File: src/design/acfp_pkg.sv
// ----------------------------------------------------------------------------
// acfp_pkg
// shared types and constants for the ascii can frame parser
// ----------------------------------------------------------------------------
package acfp_pkg;

	localparam int MAX_DATA_BYTES_DEF = 8;
	localparam int NUM_DATA_BYTES     = 8;
	localparam int ID_DIGITS          = 3;

	localparam logic [7:0] START_BYTE = 8'h74;
	localparam logic [7:0] CR_BYTE    = 8'h0D;

	localparam logic FRAME_GOOD = 1'b0;
	localparam logic FRAME_DROP = 1'b1;

	typedef enum logic [2:0] {
		PH_HUNT = 3'd0,
		PH_ID   = 3'd1,
		PH_LEN  = 3'd2,
		PH_DATA = 3'd3,
		PH_CR   = 3'd4
	} phase_t;

	// decoded view of one received byte
	typedef struct packed {
		logic       is_start;
		logic       is_cr;
		logic       is_hex;
		logic [3:0] nibble;
	} byte_class_t;

	// one parsed frame result
	typedef struct packed {
		logic                                frame_status;
		logic [11:0]                         frame_id;
		logic [3:0]                          frame_length;
		logic [NUM_DATA_BYTES-1:0][7:0]      data;
	} frame_t;

endpackage

File: src/design/acfp_if.sv
// ----------------------------------------------------------------------------
// acfp channel interfaces
// valid/ready channels for received bytes and parsed frames
// ----------------------------------------------------------------------------
interface acfp_rx_if;
	logic       valid;
	logic       ready;
	logic [7:0] rx_byte;

	modport source (output valid, output rx_byte, input ready);
	modport sink   (input valid, input rx_byte, output ready);
endinterface

interface acfp_frame_if;
	logic        valid;
	logic        ready;
	logic        frame_status;
	logic [11:0] frame_id;
	logic [3:0]  frame_length;
	logic [7:0]  byte_zero;
	logic [7:0]  byte_one;
	logic [7:0]  byte_two;
	logic [7:0]  byte_three;
	logic [7:0]  byte_four;
	logic [7:0]  byte_five;
	logic [7:0]  byte_six;
	logic [7:0]  byte_seven;

	modport source (
		output valid, output frame_status, output frame_id, output frame_length,
		output byte_zero, output byte_one, output byte_two, output byte_three,
		output byte_four, output byte_five, output byte_six, output byte_seven,
		input ready
	);
	modport sink (
		input valid, input frame_status, input frame_id, input frame_length,
		input byte_zero, input byte_one, input byte_two, input byte_three,
		input byte_four, input byte_five, input byte_six, input byte_seven,
		output ready
	);
endinterface

File: src/design/acfp_byte_class.sv
// ----------------------------------------------------------------------------
// acfp_byte_class
// classifies a received byte as start, carriage return or hex digit
// ----------------------------------------------------------------------------
module acfp_byte_class (
	input  logic [7:0]                rx_byte,
	output acfp_pkg::byte_class_t     cls
);

	logic is_digit;
	logic is_upper;
	logic is_lower;

	assign is_digit = (rx_byte >= 8'h30) && (rx_byte <= 8'h39);
	assign is_upper = (rx_byte >= 8'h41) && (rx_byte <= 8'h46);
	assign is_lower = (rx_byte >= 8'h61) && (rx_byte <= 8'h66);

	always_comb begin
		cls.is_start = (rx_byte == acfp_pkg::START_BYTE);
		cls.is_cr    = (rx_byte == acfp_pkg::CR_BYTE);
		cls.is_hex   = is_digit || is_upper || is_lower;
		// letters a-f sit at low nibble 1..6 in both cases
		if (is_digit) begin
			cls.nibble = rx_byte[3:0];
		end else begin
			cls.nibble = rx_byte[3:0] + 4'd9;
		end
	end

endmodule

File: src/design/acfp_parse_core.sv
// ----------------------------------------------------------------------------
// acfp_parse_core
// frame parsing state and result formation, one byte per step
// ----------------------------------------------------------------------------
module acfp_parse_core #(
	parameter int MAX_DATA_BYTES = acfp_pkg::MAX_DATA_BYTES_DEF
) (
	input  logic                      clk,
	input  logic                      arst_n,
	input  logic                      step,
	input  acfp_pkg::byte_class_t     cls,
	output logic                      emit,
	output acfp_pkg::frame_t          result
);

	localparam int CNT_W = $clog2(2 * MAX_DATA_BYTES + 1);
	localparam int IDX_W = (MAX_DATA_BYTES > 1) ? $clog2(MAX_DATA_BYTES) : 1;
	localparam logic [4:0] MAX_LEN = 5'(MAX_DATA_BYTES);

	acfp_pkg::phase_t phase_q, phase_d;
	logic [CNT_W-1:0] cnt_q, cnt_d, cnt_inc;
	logic [11:0]      id_q, id_d;
	logic [3:0]       len_q, len_d;
	logic [3:0]       high_q, high_d;
	logic [7:0]       store_q [MAX_DATA_BYTES];
	logic [7:0]       store_d [MAX_DATA_BYTES];
	logic [IDX_W-1:0] wr_idx;
	logic             good;

	assign cnt_inc = cnt_q + 1'b1;
	assign wr_idx  = cnt_q[IDX_W:1];

	always_ff @(posedge clk or negedge arst_n) begin
		if (!arst_n) begin
			phase_q <= acfp_pkg::PH_HUNT;
			cnt_q   <= '0;
			id_q    <= '0;
			len_q   <= '0;
			high_q  <= '0;
			for (int i = 0; i < MAX_DATA_BYTES; i++) begin
				store_q[i] <= '0;
			end
		end else if (step) begin
			phase_q <= phase_d;
			cnt_q   <= cnt_d;
			id_q    <= id_d;
			len_q   <= len_d;
			high_q  <= high_d;
			store_q <= store_d;
		end
	end

	always_comb begin
		phase_d = phase_q;
		cnt_d   = cnt_q;
		id_d    = id_q;
		len_d   = len_q;
		high_d  = high_q;
		store_d = store_q;
		emit    = 1'b0;
		good    = 1'b0;

		// a start byte opens a fresh frame from any phase
		if (cls.is_start) begin
			phase_d = acfp_pkg::PH_ID;
			cnt_d   = '0;
			id_d    = '0;
			len_d   = '0;
			high_d  = '0;
			for (int i = 0; i < MAX_DATA_BYTES; i++) begin
				store_d[i] = '0;
			end
		end

		unique case (phase_q)
			acfp_pkg::PH_HUNT: begin
			end
			acfp_pkg::PH_CR: begin
				emit = 1'b1;
				if (!cls.is_start) begin
					phase_d = acfp_pkg::PH_HUNT;
					good    = cls.is_cr;
				end
			end
			acfp_pkg::PH_ID, acfp_pkg::PH_LEN, acfp_pkg::PH_DATA: begin
				if (cls.is_start) begin
					emit = 1'b1;
				end else if (!cls.is_hex) begin
					emit    = 1'b1;
					phase_d = acfp_pkg::PH_HUNT;
				end else if (phase_q == acfp_pkg::PH_ID) begin
					id_d = {id_q[7:0], cls.nibble};
					if (cnt_inc >= CNT_W'(acfp_pkg::ID_DIGITS)) begin
						phase_d = acfp_pkg::PH_LEN;
						cnt_d   = '0;
					end else begin
						cnt_d = cnt_inc;
					end
				end else if (phase_q == acfp_pkg::PH_LEN) begin
					if ({1'b0, cls.nibble} > MAX_LEN) begin
						emit    = 1'b1;
						phase_d = acfp_pkg::PH_HUNT;
					end else begin
						len_d   = cls.nibble;
						cnt_d   = '0;
						phase_d = (cls.nibble == 4'd0) ? acfp_pkg::PH_CR
							: acfp_pkg::PH_DATA;
					end
				end else begin
					if (!cnt_q[0]) begin
						high_d = cls.nibble;
					end else begin
						store_d[wr_idx] = {high_q, cls.nibble};
					end
					cnt_d = cnt_inc;
					if (6'(cnt_inc) >= 6'({len_q, 1'b0})) begin
						phase_d = acfp_pkg::PH_CR;
					end
				end
			end
			default: begin
				phase_d = cls.is_start ? acfp_pkg::PH_ID : acfp_pkg::PH_HUNT;
			end
		endcase
	end

	// result payload, zero on a drop and beyond the frame length
	assign result.frame_status = good ? acfp_pkg::FRAME_GOOD : acfp_pkg::FRAME_DROP;
	assign result.frame_id     = good ? id_q : 12'd0;
	assign result.frame_length = good ? len_q : 4'd0;

	for (genvar k = 0; k < acfp_pkg::NUM_DATA_BYTES; k++) begin : g_data
		if (k < MAX_DATA_BYTES) begin : g_used
			assign result.data[k] = (good && (4'(k) < len_q)) ? store_q[k] : 8'd0;
		end else begin : g_unused
			assign result.data[k] = 8'd0;
		end
	end

endmodule

File: src/design/ascii_can_frame_parser.sv
// ----------------------------------------------------------------------------
// ascii_can_frame_parser
// parses ascii can data frames ('t', id, length, data, carriage return)
// from a byte stream into one good or drop result per frame
// ----------------------------------------------------------------------------
//
//  channel | modport | direction | request carries
//  --------+---------+-----------+--------------------------------------------
//  rx      | sink    | in        | rx_byte
//  frame   | source  | out       | frame_status, frame_id, frame_length,
//          |         |           | byte_zero .. byte_seven
//
//  one byte per cycle while the result register is free or draining; the byte
//  that closes or drops a frame passes the input register, then the result
//  register, before its result appears; rate set by the single parse step
//  between the input and result registers; arst_n clears the parse state to
//  hunting and empties both registers; a held result stalls the input register
//  only while it is full; bytes that give no result still pass when the result register is free or draining
//
module ascii_can_frame_parser #(
	parameter int MAX_DATA_BYTES = acfp_pkg::MAX_DATA_BYTES_DEF
) (
	input  logic          clk,
	input  logic          arst_n,
	acfp_rx_if.sink       rx,
	acfp_frame_if.source  frame
);

	// input register stage
	acfp_pkg::byte_class_t cls_now;
	acfp_pkg::byte_class_t cls_s1;
	logic                  valid_s1;

	// result register
	acfp_pkg::frame_t      res_now;
	acfp_pkg::frame_t      res_q;
	logic                  res_valid_q;

	logic out_free;
	logic advance;
	logic emit;

	// decode in front of the input register keeps the parse step short
	acfp_byte_class u_class (
		.rx_byte (rx.rx_byte),
		.cls     (cls_now)
	);

	assign out_free = !res_valid_q || frame.ready;
	assign advance  = valid_s1 && out_free;
	assign rx.ready = !valid_s1 || out_free;

	always_ff @(posedge clk or negedge arst_n) begin
		if (!arst_n) begin
			valid_s1 <= 1'b0;
		end else if (rx.ready) begin
			valid_s1 <= rx.valid;
		end
	end

	always_ff @(posedge clk) begin
		if (rx.valid && rx.ready) begin
			cls_s1 <= cls_now;
		end
	end

	// parse state advances once per byte leaving the input register
	acfp_parse_core #(
		.MAX_DATA_BYTES (MAX_DATA_BYTES)
	) u_core (
		.clk    (clk),
		.arst_n (arst_n),
		.step   (advance),
		.cls    (cls_s1),
		.emit   (emit),
		.result (res_now)
	);

	always_ff @(posedge clk or negedge arst_n) begin
		if (!arst_n) begin
			res_valid_q <= 1'b0;
		end else if (out_free) begin
			res_valid_q <= advance && emit;
		end
	end

	always_ff @(posedge clk) begin
		if (advance && emit) begin
			res_q <= res_now;
		end
	end

	assign frame.valid        = res_valid_q;
	assign frame.frame_status = res_q.frame_status;
	assign frame.frame_id     = res_q.frame_id;
	assign frame.frame_length = res_q.frame_length;
	assign frame.byte_zero    = res_q.data[0];
	assign frame.byte_one     = res_q.data[1];
	assign frame.byte_two     = res_q.data[2];
	assign frame.byte_three   = res_q.data[3];
	assign frame.byte_four    = res_q.data[4];
	assign frame.byte_five    = res_q.data[5];
	assign frame.byte_six     = res_q.data[6];
	assign frame.byte_seven   = res_q.data[7];

`ifndef NO_ASSERTIONS
	// a drop result carries no identifier and no length
	a_drop_clean: assert property (@(posedge clk) disable iff (!arst_n)
		(res_valid_q && (res_q.frame_status == acfp_pkg::FRAME_DROP)) |->
		((res_q.frame_id == 12'd0) && (res_q.frame_length == 4'd0)))
		else $error("drop result with nonzero id or length");

	// a good frame never reports more bytes than the store holds
	a_len_bound: assert property (@(posedge clk) disable iff (!arst_n)
		(res_valid_q && (res_q.frame_status == acfp_pkg::FRAME_GOOD)) |->
		({1'b0, res_q.frame_length} <= 5'(MAX_DATA_BYTES)))
		else $error("good result length above limit");

	// a new result only comes from a byte held in the input register
	a_res_source: assert property (@(posedge clk) disable iff (!arst_n)
		$rose(res_valid_q) |-> $past(valid_s1))
		else $error("result without a byte in the input register");

	// an empty input register never stalls the input, even behind a pending result
	a_ready_free: assert property (@(posedge clk) disable iff (!arst_n)
		(!valid_s1) |-> rx.ready)
		else $error("input stalled with empty input register");
`endif

endmodule

File: src/flat_wrapper.sv
// flat-port wrapper written by rule: the top's interface ports become plain ports
module ascii_can_frame_parser_flat 
#(
	parameter int MAX_DATA_BYTES = acfp_pkg::MAX_DATA_BYTES_DEF
)
  (clk, arst_n, rx_valid, rx_rx_byte, rx_ready, frame_valid, frame_frame_status, frame_frame_id, frame_frame_length, frame_byte_zero, frame_byte_one, frame_byte_two, frame_byte_three, frame_byte_four, frame_byte_five, frame_byte_six, frame_byte_seven, frame_ready);
  acfp_rx_if rx_i ();
  acfp_frame_if frame_i ();
  input  logic clk;
  input  logic arst_n;
  input wire logic [$bits(rx_i.valid)-1:0] rx_valid;
  input wire logic [$bits(rx_i.rx_byte)-1:0] rx_rx_byte;
  output wire logic [$bits(rx_i.ready)-1:0] rx_ready;
  output wire logic [$bits(frame_i.valid)-1:0] frame_valid;
  output wire logic [$bits(frame_i.frame_status)-1:0] frame_frame_status;
  output wire logic [$bits(frame_i.frame_id)-1:0] frame_frame_id;
  output wire logic [$bits(frame_i.frame_length)-1:0] frame_frame_length;
  output wire logic [$bits(frame_i.byte_zero)-1:0] frame_byte_zero;
  output wire logic [$bits(frame_i.byte_one)-1:0] frame_byte_one;
  output wire logic [$bits(frame_i.byte_two)-1:0] frame_byte_two;
  output wire logic [$bits(frame_i.byte_three)-1:0] frame_byte_three;
  output wire logic [$bits(frame_i.byte_four)-1:0] frame_byte_four;
  output wire logic [$bits(frame_i.byte_five)-1:0] frame_byte_five;
  output wire logic [$bits(frame_i.byte_six)-1:0] frame_byte_six;
  output wire logic [$bits(frame_i.byte_seven)-1:0] frame_byte_seven;
  input wire logic [$bits(frame_i.ready)-1:0] frame_ready;
  assign rx_i.valid = rx_valid;
  assign rx_i.rx_byte = rx_rx_byte;
  assign rx_ready = rx_i.ready;
  assign frame_valid = frame_i.valid;
  assign frame_frame_status = frame_i.frame_status;
  assign frame_frame_id = frame_i.frame_id;
  assign frame_frame_length = frame_i.frame_length;
  assign frame_byte_zero = frame_i.byte_zero;
  assign frame_byte_one = frame_i.byte_one;
  assign frame_byte_two = frame_i.byte_two;
  assign frame_byte_three = frame_i.byte_three;
  assign frame_byte_four = frame_i.byte_four;
  assign frame_byte_five = frame_i.byte_five;
  assign frame_byte_six = frame_i.byte_six;
  assign frame_byte_seven = frame_i.byte_seven;
  assign frame_i.ready = frame_ready;
  ascii_can_frame_parser #(.MAX_DATA_BYTES(MAX_DATA_BYTES)) u_core (.clk(clk), .arst_n(arst_n), .rx(rx_i), .frame(frame_i));
endmodule
File: config.mk
export PLATFORM = sky130hd
export DESIGN_NAME = ascii_can_frame_parser_flat
export DESIGN_NICKNAME = d
export VERILOG_FILES = /design/src/design/acfp_pkg.sv /design/src/design/acfp_if.sv /design/src/design/acfp_byte_class.sv /design/src/design/acfp_parse_core.sv /design/src/design/ascii_can_frame_parser.sv /design/src/flat_wrapper.sv
export SDC_FILE = /design/constraint.sdc
export NUM_CORES = 1
export LEC_CHECK = 0
export BUFFER_PORTS_ARGS = -buffer_cell sky130_fd_sc_hd__buf_2
export CORE_MARGIN = 2
export CORE_UTILIZATION = 40
export CTS_CLUSTER_DIAMETER = 60
export DETAILED_ROUTE_END_ITERATION = 8
export PLACE_DENSITY_LB_ADDON = 0.25
export SYNTH_ARGS = -nofsm -noshare
export SYNTH_HDL_FRONTEND = slang
export SYNTH_SLANG_ARGS = --single-unit
File: constraint.sdc
create_clock -name clk -period 5.6 [get_ports clk]
set_input_delay 1.12 -clock clk [delete_from_list [all_inputs] [get_ports clk]]
set_output_delay 1.12 -clock clk [all_outputs]
set_load 0.03 [all_outputs]
# After elaboration in Yosys (flattened, before gate mapping)
# Index checks and enable logic that the tools add are counted.
[totals]
regBits = 182
inputBits = 12
wordCells = 141
[op_classes]
n_addsub = 2
n_lt_le_gt_ge = 19
n_eq_ne = 6
mux = 59
bitwise = 1
n_reduce_logical = 24
[ops]
columns = ["operator", "n"]
rows = [
  ["$mux 64", 7],
  ["$bwmux 64", 1],
  ["$mux 12", 5],
  ["$mux 4", 15],
  ["$mux 5", 8],
  ["$mux 3", 10],
  ["$demux 8 s3", 1],
  ["$ge 8x7->1 const B", 2],
  ["$le 8x7->1 const B", 2],
  ["$lt 3x4->1 const A", 4],
  ["$logic_and 1x1->1", 15],
  ["$mux 1", 9],
  ["$pmux 3 s3", 1],
  ["$eq 8x4->1 const B", 1],
  ["$eq 8x7->1 const B", 1],
  ["$ge 8x6->1 const B", 1],
  ["$le 8x6->1 const B", 1],
  ["$lt 1x4->1 const A", 2],
  ["$lt 2x4->1 const A", 2],
  ["$mux 8", 1],
  ["$eq 3x2->1 const B", 2],
  ["$add 5x1->5 const B", 1],
  ["$ge 5x2->1 const B", 1],
  ["$ge 5x5->1", 1],
  ["13 further kinds", 17],
]

# Depth between registers and ports, before layout
[logic_depth]
word_depth = 12
mapped_depth = 11

# Cells and area by module
# Synthesis repeated with hierarchy kept, for this count alone.
[unflattened]
cells_unflattened = 611
hier_area_um2 = 7850.0
[modules_own_cells]
columns = ["module", "instances", "cells_per_inst", "area_each_um2"]
rows = [
  ["acfp_parse_core", 1, 480, 4825.9],
  ["ascii_can_frame_parser", 1, 98, 2753.9],
  ["acfp_byte_class", 1, 33, 270.3],
]

# Least setup slack after synthesis
# OpenSTA, ideal clock, no wires.
[synth_timing]
path_kind = "in2reg"
start = "in frame_ready"
end = "reg u_core.res_q (netlist bit u_core.frame.byte_five[0]), enable pin"
arrival_time_ns = 5.753
required_time_ns = 5.050
path_slack_ns = -0.703
path_stages = 5
cell_sequence = "nand2b_1 > buf_2 > nand2_1 > buf_2 > o22ai_1"
[synth_via]
elab_chain_len = 3
[synth_rtl]
columns = ["item", "line_no", "source"]
rows = [
  ["start: declaration", "flat_wrapper.sv:26", "input wire logic [$bits(frame_i.ready)-1:0] frame_ready;"],
  ["$logic_or 1x1->1", "ascii_can_frame_parser.sv:49", "assign out_free = !res_valid_q || frame.ready;"],
  ["$logic_and 1x1->1", "ascii_can_frame_parser.sv:50", "assign advance = valid_s1 && out_free;"],
  ["$logic_and 1x1->1", "ascii_can_frame_parser.sv:88", "if (advance && emit) begin"],
  ["end signal: assignment", "ascii_can_frame_parser.sv:89", "res_q <= res_now;"],
  ["end: declaration", "ascii_can_frame_parser.sv:36", "acfp_pkg::frame_t res_q;"],
]
# No other way between the ends.
# A chain may end at the register's enable or synchronous reset.

# Worst setup path in the final report
[layout_timing]
start = "in frame_ready"
end = "reg u_core.res_q (netlist bit u_core.frame.byte_one[6]), enable pin"
# The elaborated chain is that of the path after synthesis.

==> metrics.txt <==
Rows=52; reg2reg setup slack=between 2000 and 2500 ps; Die Wd=147 um; Wirelength per Cell=around 17 um; CP max stage delay=1000 ps; Finished Layout Cells=1076; final hold violation count=0; ANT nets after route=0; WP depth=5; Crit path max-delay family=compound AO/OA/AOI/OAI gates; Initial DRC Count=527; Worst-Skew Late Latency=roughly 440 ps; Slowest-stage cell, CP=o22ai_4; PwrDens=419 mW/mm^2; Synth Warn #=0; GR Util All Layers=0.177; crit-path max FO=54; Total Wirelength=about 18000 um; Post-CTS Setup Repair Bufs=0; Yosys cell types=64; status=finished clean; IO Pins=between 90 and 100; area of the multi-input gates=0.00293 mm^2; Die Y=between 100 and 150 um; mapped cell area=slightly above 0.008 mm^2; clock slew at reported path FFs=around 70 ps; CTS root buffer=clkbuf_16; CTS tree=built; # resized after CTS=0; Final nets=around 810; Core Area=approximately 0.02 mm^2; Syn Nets=between 700 and 800; drt pass-1 iters=5; Lkg Pwr=around 3.8 nW; DRC Markers=0; Initial Util=0.405; prevailing post-synth register cell=dfrtp_1; vias in the first global route=around 5400; fraction of registers with async set/reset=0.516; fillers=1847; register area=0.00499 mm^2; CTS Buffer Depth=2; worst path buffer plus inverter count=2; Die Area=approximately 0.022 mm^2; Antenna diodes=0; Max Slew Vio Count=0; placed wire-length estimate=roughly 12000 um; class of the worst hold path=register to register; RSZ-0062 raised after global routing=no; Post-Syn Area per Cell=11.4 um^2; first-pass GRT wire length=about 30000 um; Critical Path Sink Type=register; initial antenna violation count=0; largest net degree at the start of global routing=74; Startpoint Class=input port; highest clock rate=295 MHz; ratio of cells with drive above 1 in the final layout=0.179; Placed Cells=approximately 1000; Worst slew margin=0.288; r2r worst-path depth=5; number of flops mapped to enable cells by yosys=approximately 90; CP required=approximately 5700 ps; Vias=around 5700; fin crit period=about 3400 ps; Tightest Pin Transition=approximately 1100 ps; cell count after synthesis=between 700 and 800; Setup TNS=0 ps; CTS Hold Bufs=0; grt total ovfl=0; max-cap violations=0; Critical Path AT=3500 ps; Inserted Clock Buffers=17; worst hold path stage count=1; area grow syn2layout=15.2%; Routability Congestion=between 0.8 and 0.9; CP Cell Sequence=buf_2 > nand2b_1 > nand2_2 > o22ai_4 > buf_12; WS Path Type=input port to register; H-tree Lvls=4; period utilization=0.606; Synth Register Bits=between 150 and 200; Finish-stage setup viols=0; r2r startpoint=u_core.cls_s1[3]$_DFFE_PP_; post-synthesis sequential area ratio=0.613; IO buf count=between 90 and 100; vias per cell=5.32; VDD IR max=between 0.2 and 0.25 mV; Worst Hold Endpoint=u_core.u_core.store_q[9]$_DFFE_PN0P_; Clock Sinks=between 150 and 200; hold_sp=u_core.u_core.store_q[9]$_DFFE_PN0P_; RR Endpoint=u_core.frame.byte_one[6]$_SDFFCE_PN0P_; Setup Skew=10.6 ps
==> cell families (layout without fill, tap and decap cells) <==
logic type / after synthesis / in the layout / synth area share
DFF: 182 / 182 / 0.613
xor gates and xnor gates: 8 / 8 / 0.00952
and+or+nand+nor: 268 / 268 / 0.172
buffers and inverters: 55 / 144 / 0.0295
adders and majority gates: 9 / 9 / 0.0138
muxes: 11 / 11 / 0.0137
AOI/OAI and AO/OA: 184 / 184 / 0.149
==> placed cells by master, fill, tap and decap left out, types with 5 or more instances in the layout <==
master	count
inv_1	14
a32o_1	5
and2_1	73
ha_1	9
nand2_1	81
a22oi_1	56
clkbuf_16	17
o21ai_0	75
a22o_1	5
nand3_1	14
nor2_1	43
nor3_1	10
dfrtp_1	94
and3_1	10
a21oi_1	8
xnor2_1	5
mux2i_1	10
nand2b_1	6
o21ai_1	5
buf_2	93
edfxtp_1	88
==> layer usage <==
metal	part of all wire	track usage	vias up
met2	0.47	0.275	143
met1	0.48	0.253	2818
met3	0.042	0.0422	13
met5	0	0	-
li1	-	-	2752
met4	0.0090	0.0427	0
==> power by group <==
group	switching (W)	internal (W)	total, W
Clock	0.000525	0.000618	0.00114
Sequential	0.000216	0.00167	0.00188
Combinational	0.000644	0.000265	0.000909
Total	0.00139	0.00255	0.00393
==> area by class of cell <==
class	instances	area share
sequential	182	0.532
multi-input combinational	480	0.312
inverter	14	0.00560
clock buffer	19	0.0461
clock inverter	13	0.0131
tap	270	0.0360
timing repair buffer	98	0.0549
==> metrics by stage <==
stage | hold WS [ps] | setup WS (ps) | util | total power (W) | cell area (um^2)
finish | 499 | 2210 | 0.467 | 0.00393 | 9390
CTS | 504 | 2210 | 0.467 | 0.00397 | 9390
detailed placement | 488 | 1750 | 0.439 | 0.00282 | 8830
floorplan | 441 | 1270 | - | 0.00253 | 8160
global route | 518 | 2030 | 0.467 | 0.00413 | 9390
global placement | 482 | 1780 | 0.439 | 0.00281 | 8830
==> registers in the layout, indices dropped and copies added (netlist names), 8 cells and up <==
register,cells
u_core.u_core.store_q,64
u_core.u_core.id_q,12
u_core.frame.byte_six,8
u_core.frame.byte_one,8
u_core.frame.byte_zero,8
u_core.frame.byte_four,8
u_core.frame.frame_id,12
u_core.frame.byte_two,8
u_core.frame.byte_five,8
u_core.frame.byte_three,8
u_core.frame.byte_seven,8
==> cell usage after synthesis (3+ instances only) <==
library cell	number	area share
nor3_1	10	0.0061
and2_1	73	0.056
buf_2	10	0.0061
xnor2_1	5	0.0054
o22ai_1	5	0.0038
nor4_1	4	0.0031
and3_1	10	0.0077
a22oi_1	56	0.052
buf_4	3	0.0028
nor3b_1	4	0.0037
inv_1	14	0.0064
dfrtp_1	94	0.29
nand2b_1	6	0.0046
nor2_1	43	0.020
nand2_1	82	0.038
a21oi_1	8	0.0049
a21oi_2	3	0.0032
ha_1	9	0.014
a32o_1	5	0.0061
nand3_1	14	0.0086
o21ai_0	75	0.046
a21o_1	3	0.0028
o21ai_1	5	0.0031
mux2i_1	10	0.012
edfxtp_1	88	0.32
a22o_1	5	0.0054
nor2b_1	4	0.0031
clkbuf_1	25	0.012
==> worst max path at each step <==
stage               slack [ps]                                 endpoint   startpoint
detailed placement        1750  u_core.frame.byte_zero[0]$_SDFFCE_PN0P_  frame_ready
global placement          1780  u_core.frame.byte_zero[2]$_SDFFCE_PN0P_  frame_ready
floorplan                 1270  u_core.frame.byte_five[0]$_SDFFCE_PN0P_  frame_ready
finish                    2210   u_core.frame.byte_one[6]$_SDFFCE_PN0P_  frame_ready
global route              2030   u_core.frame.byte_one[6]$_SDFFCE_PN0P_  frame_ready
CTS                       2210   u_core.frame.byte_one[6]$_SDFFCE_PN0P_  frame_ready
No activity file was read; power rests on OpenSTA's default activity.
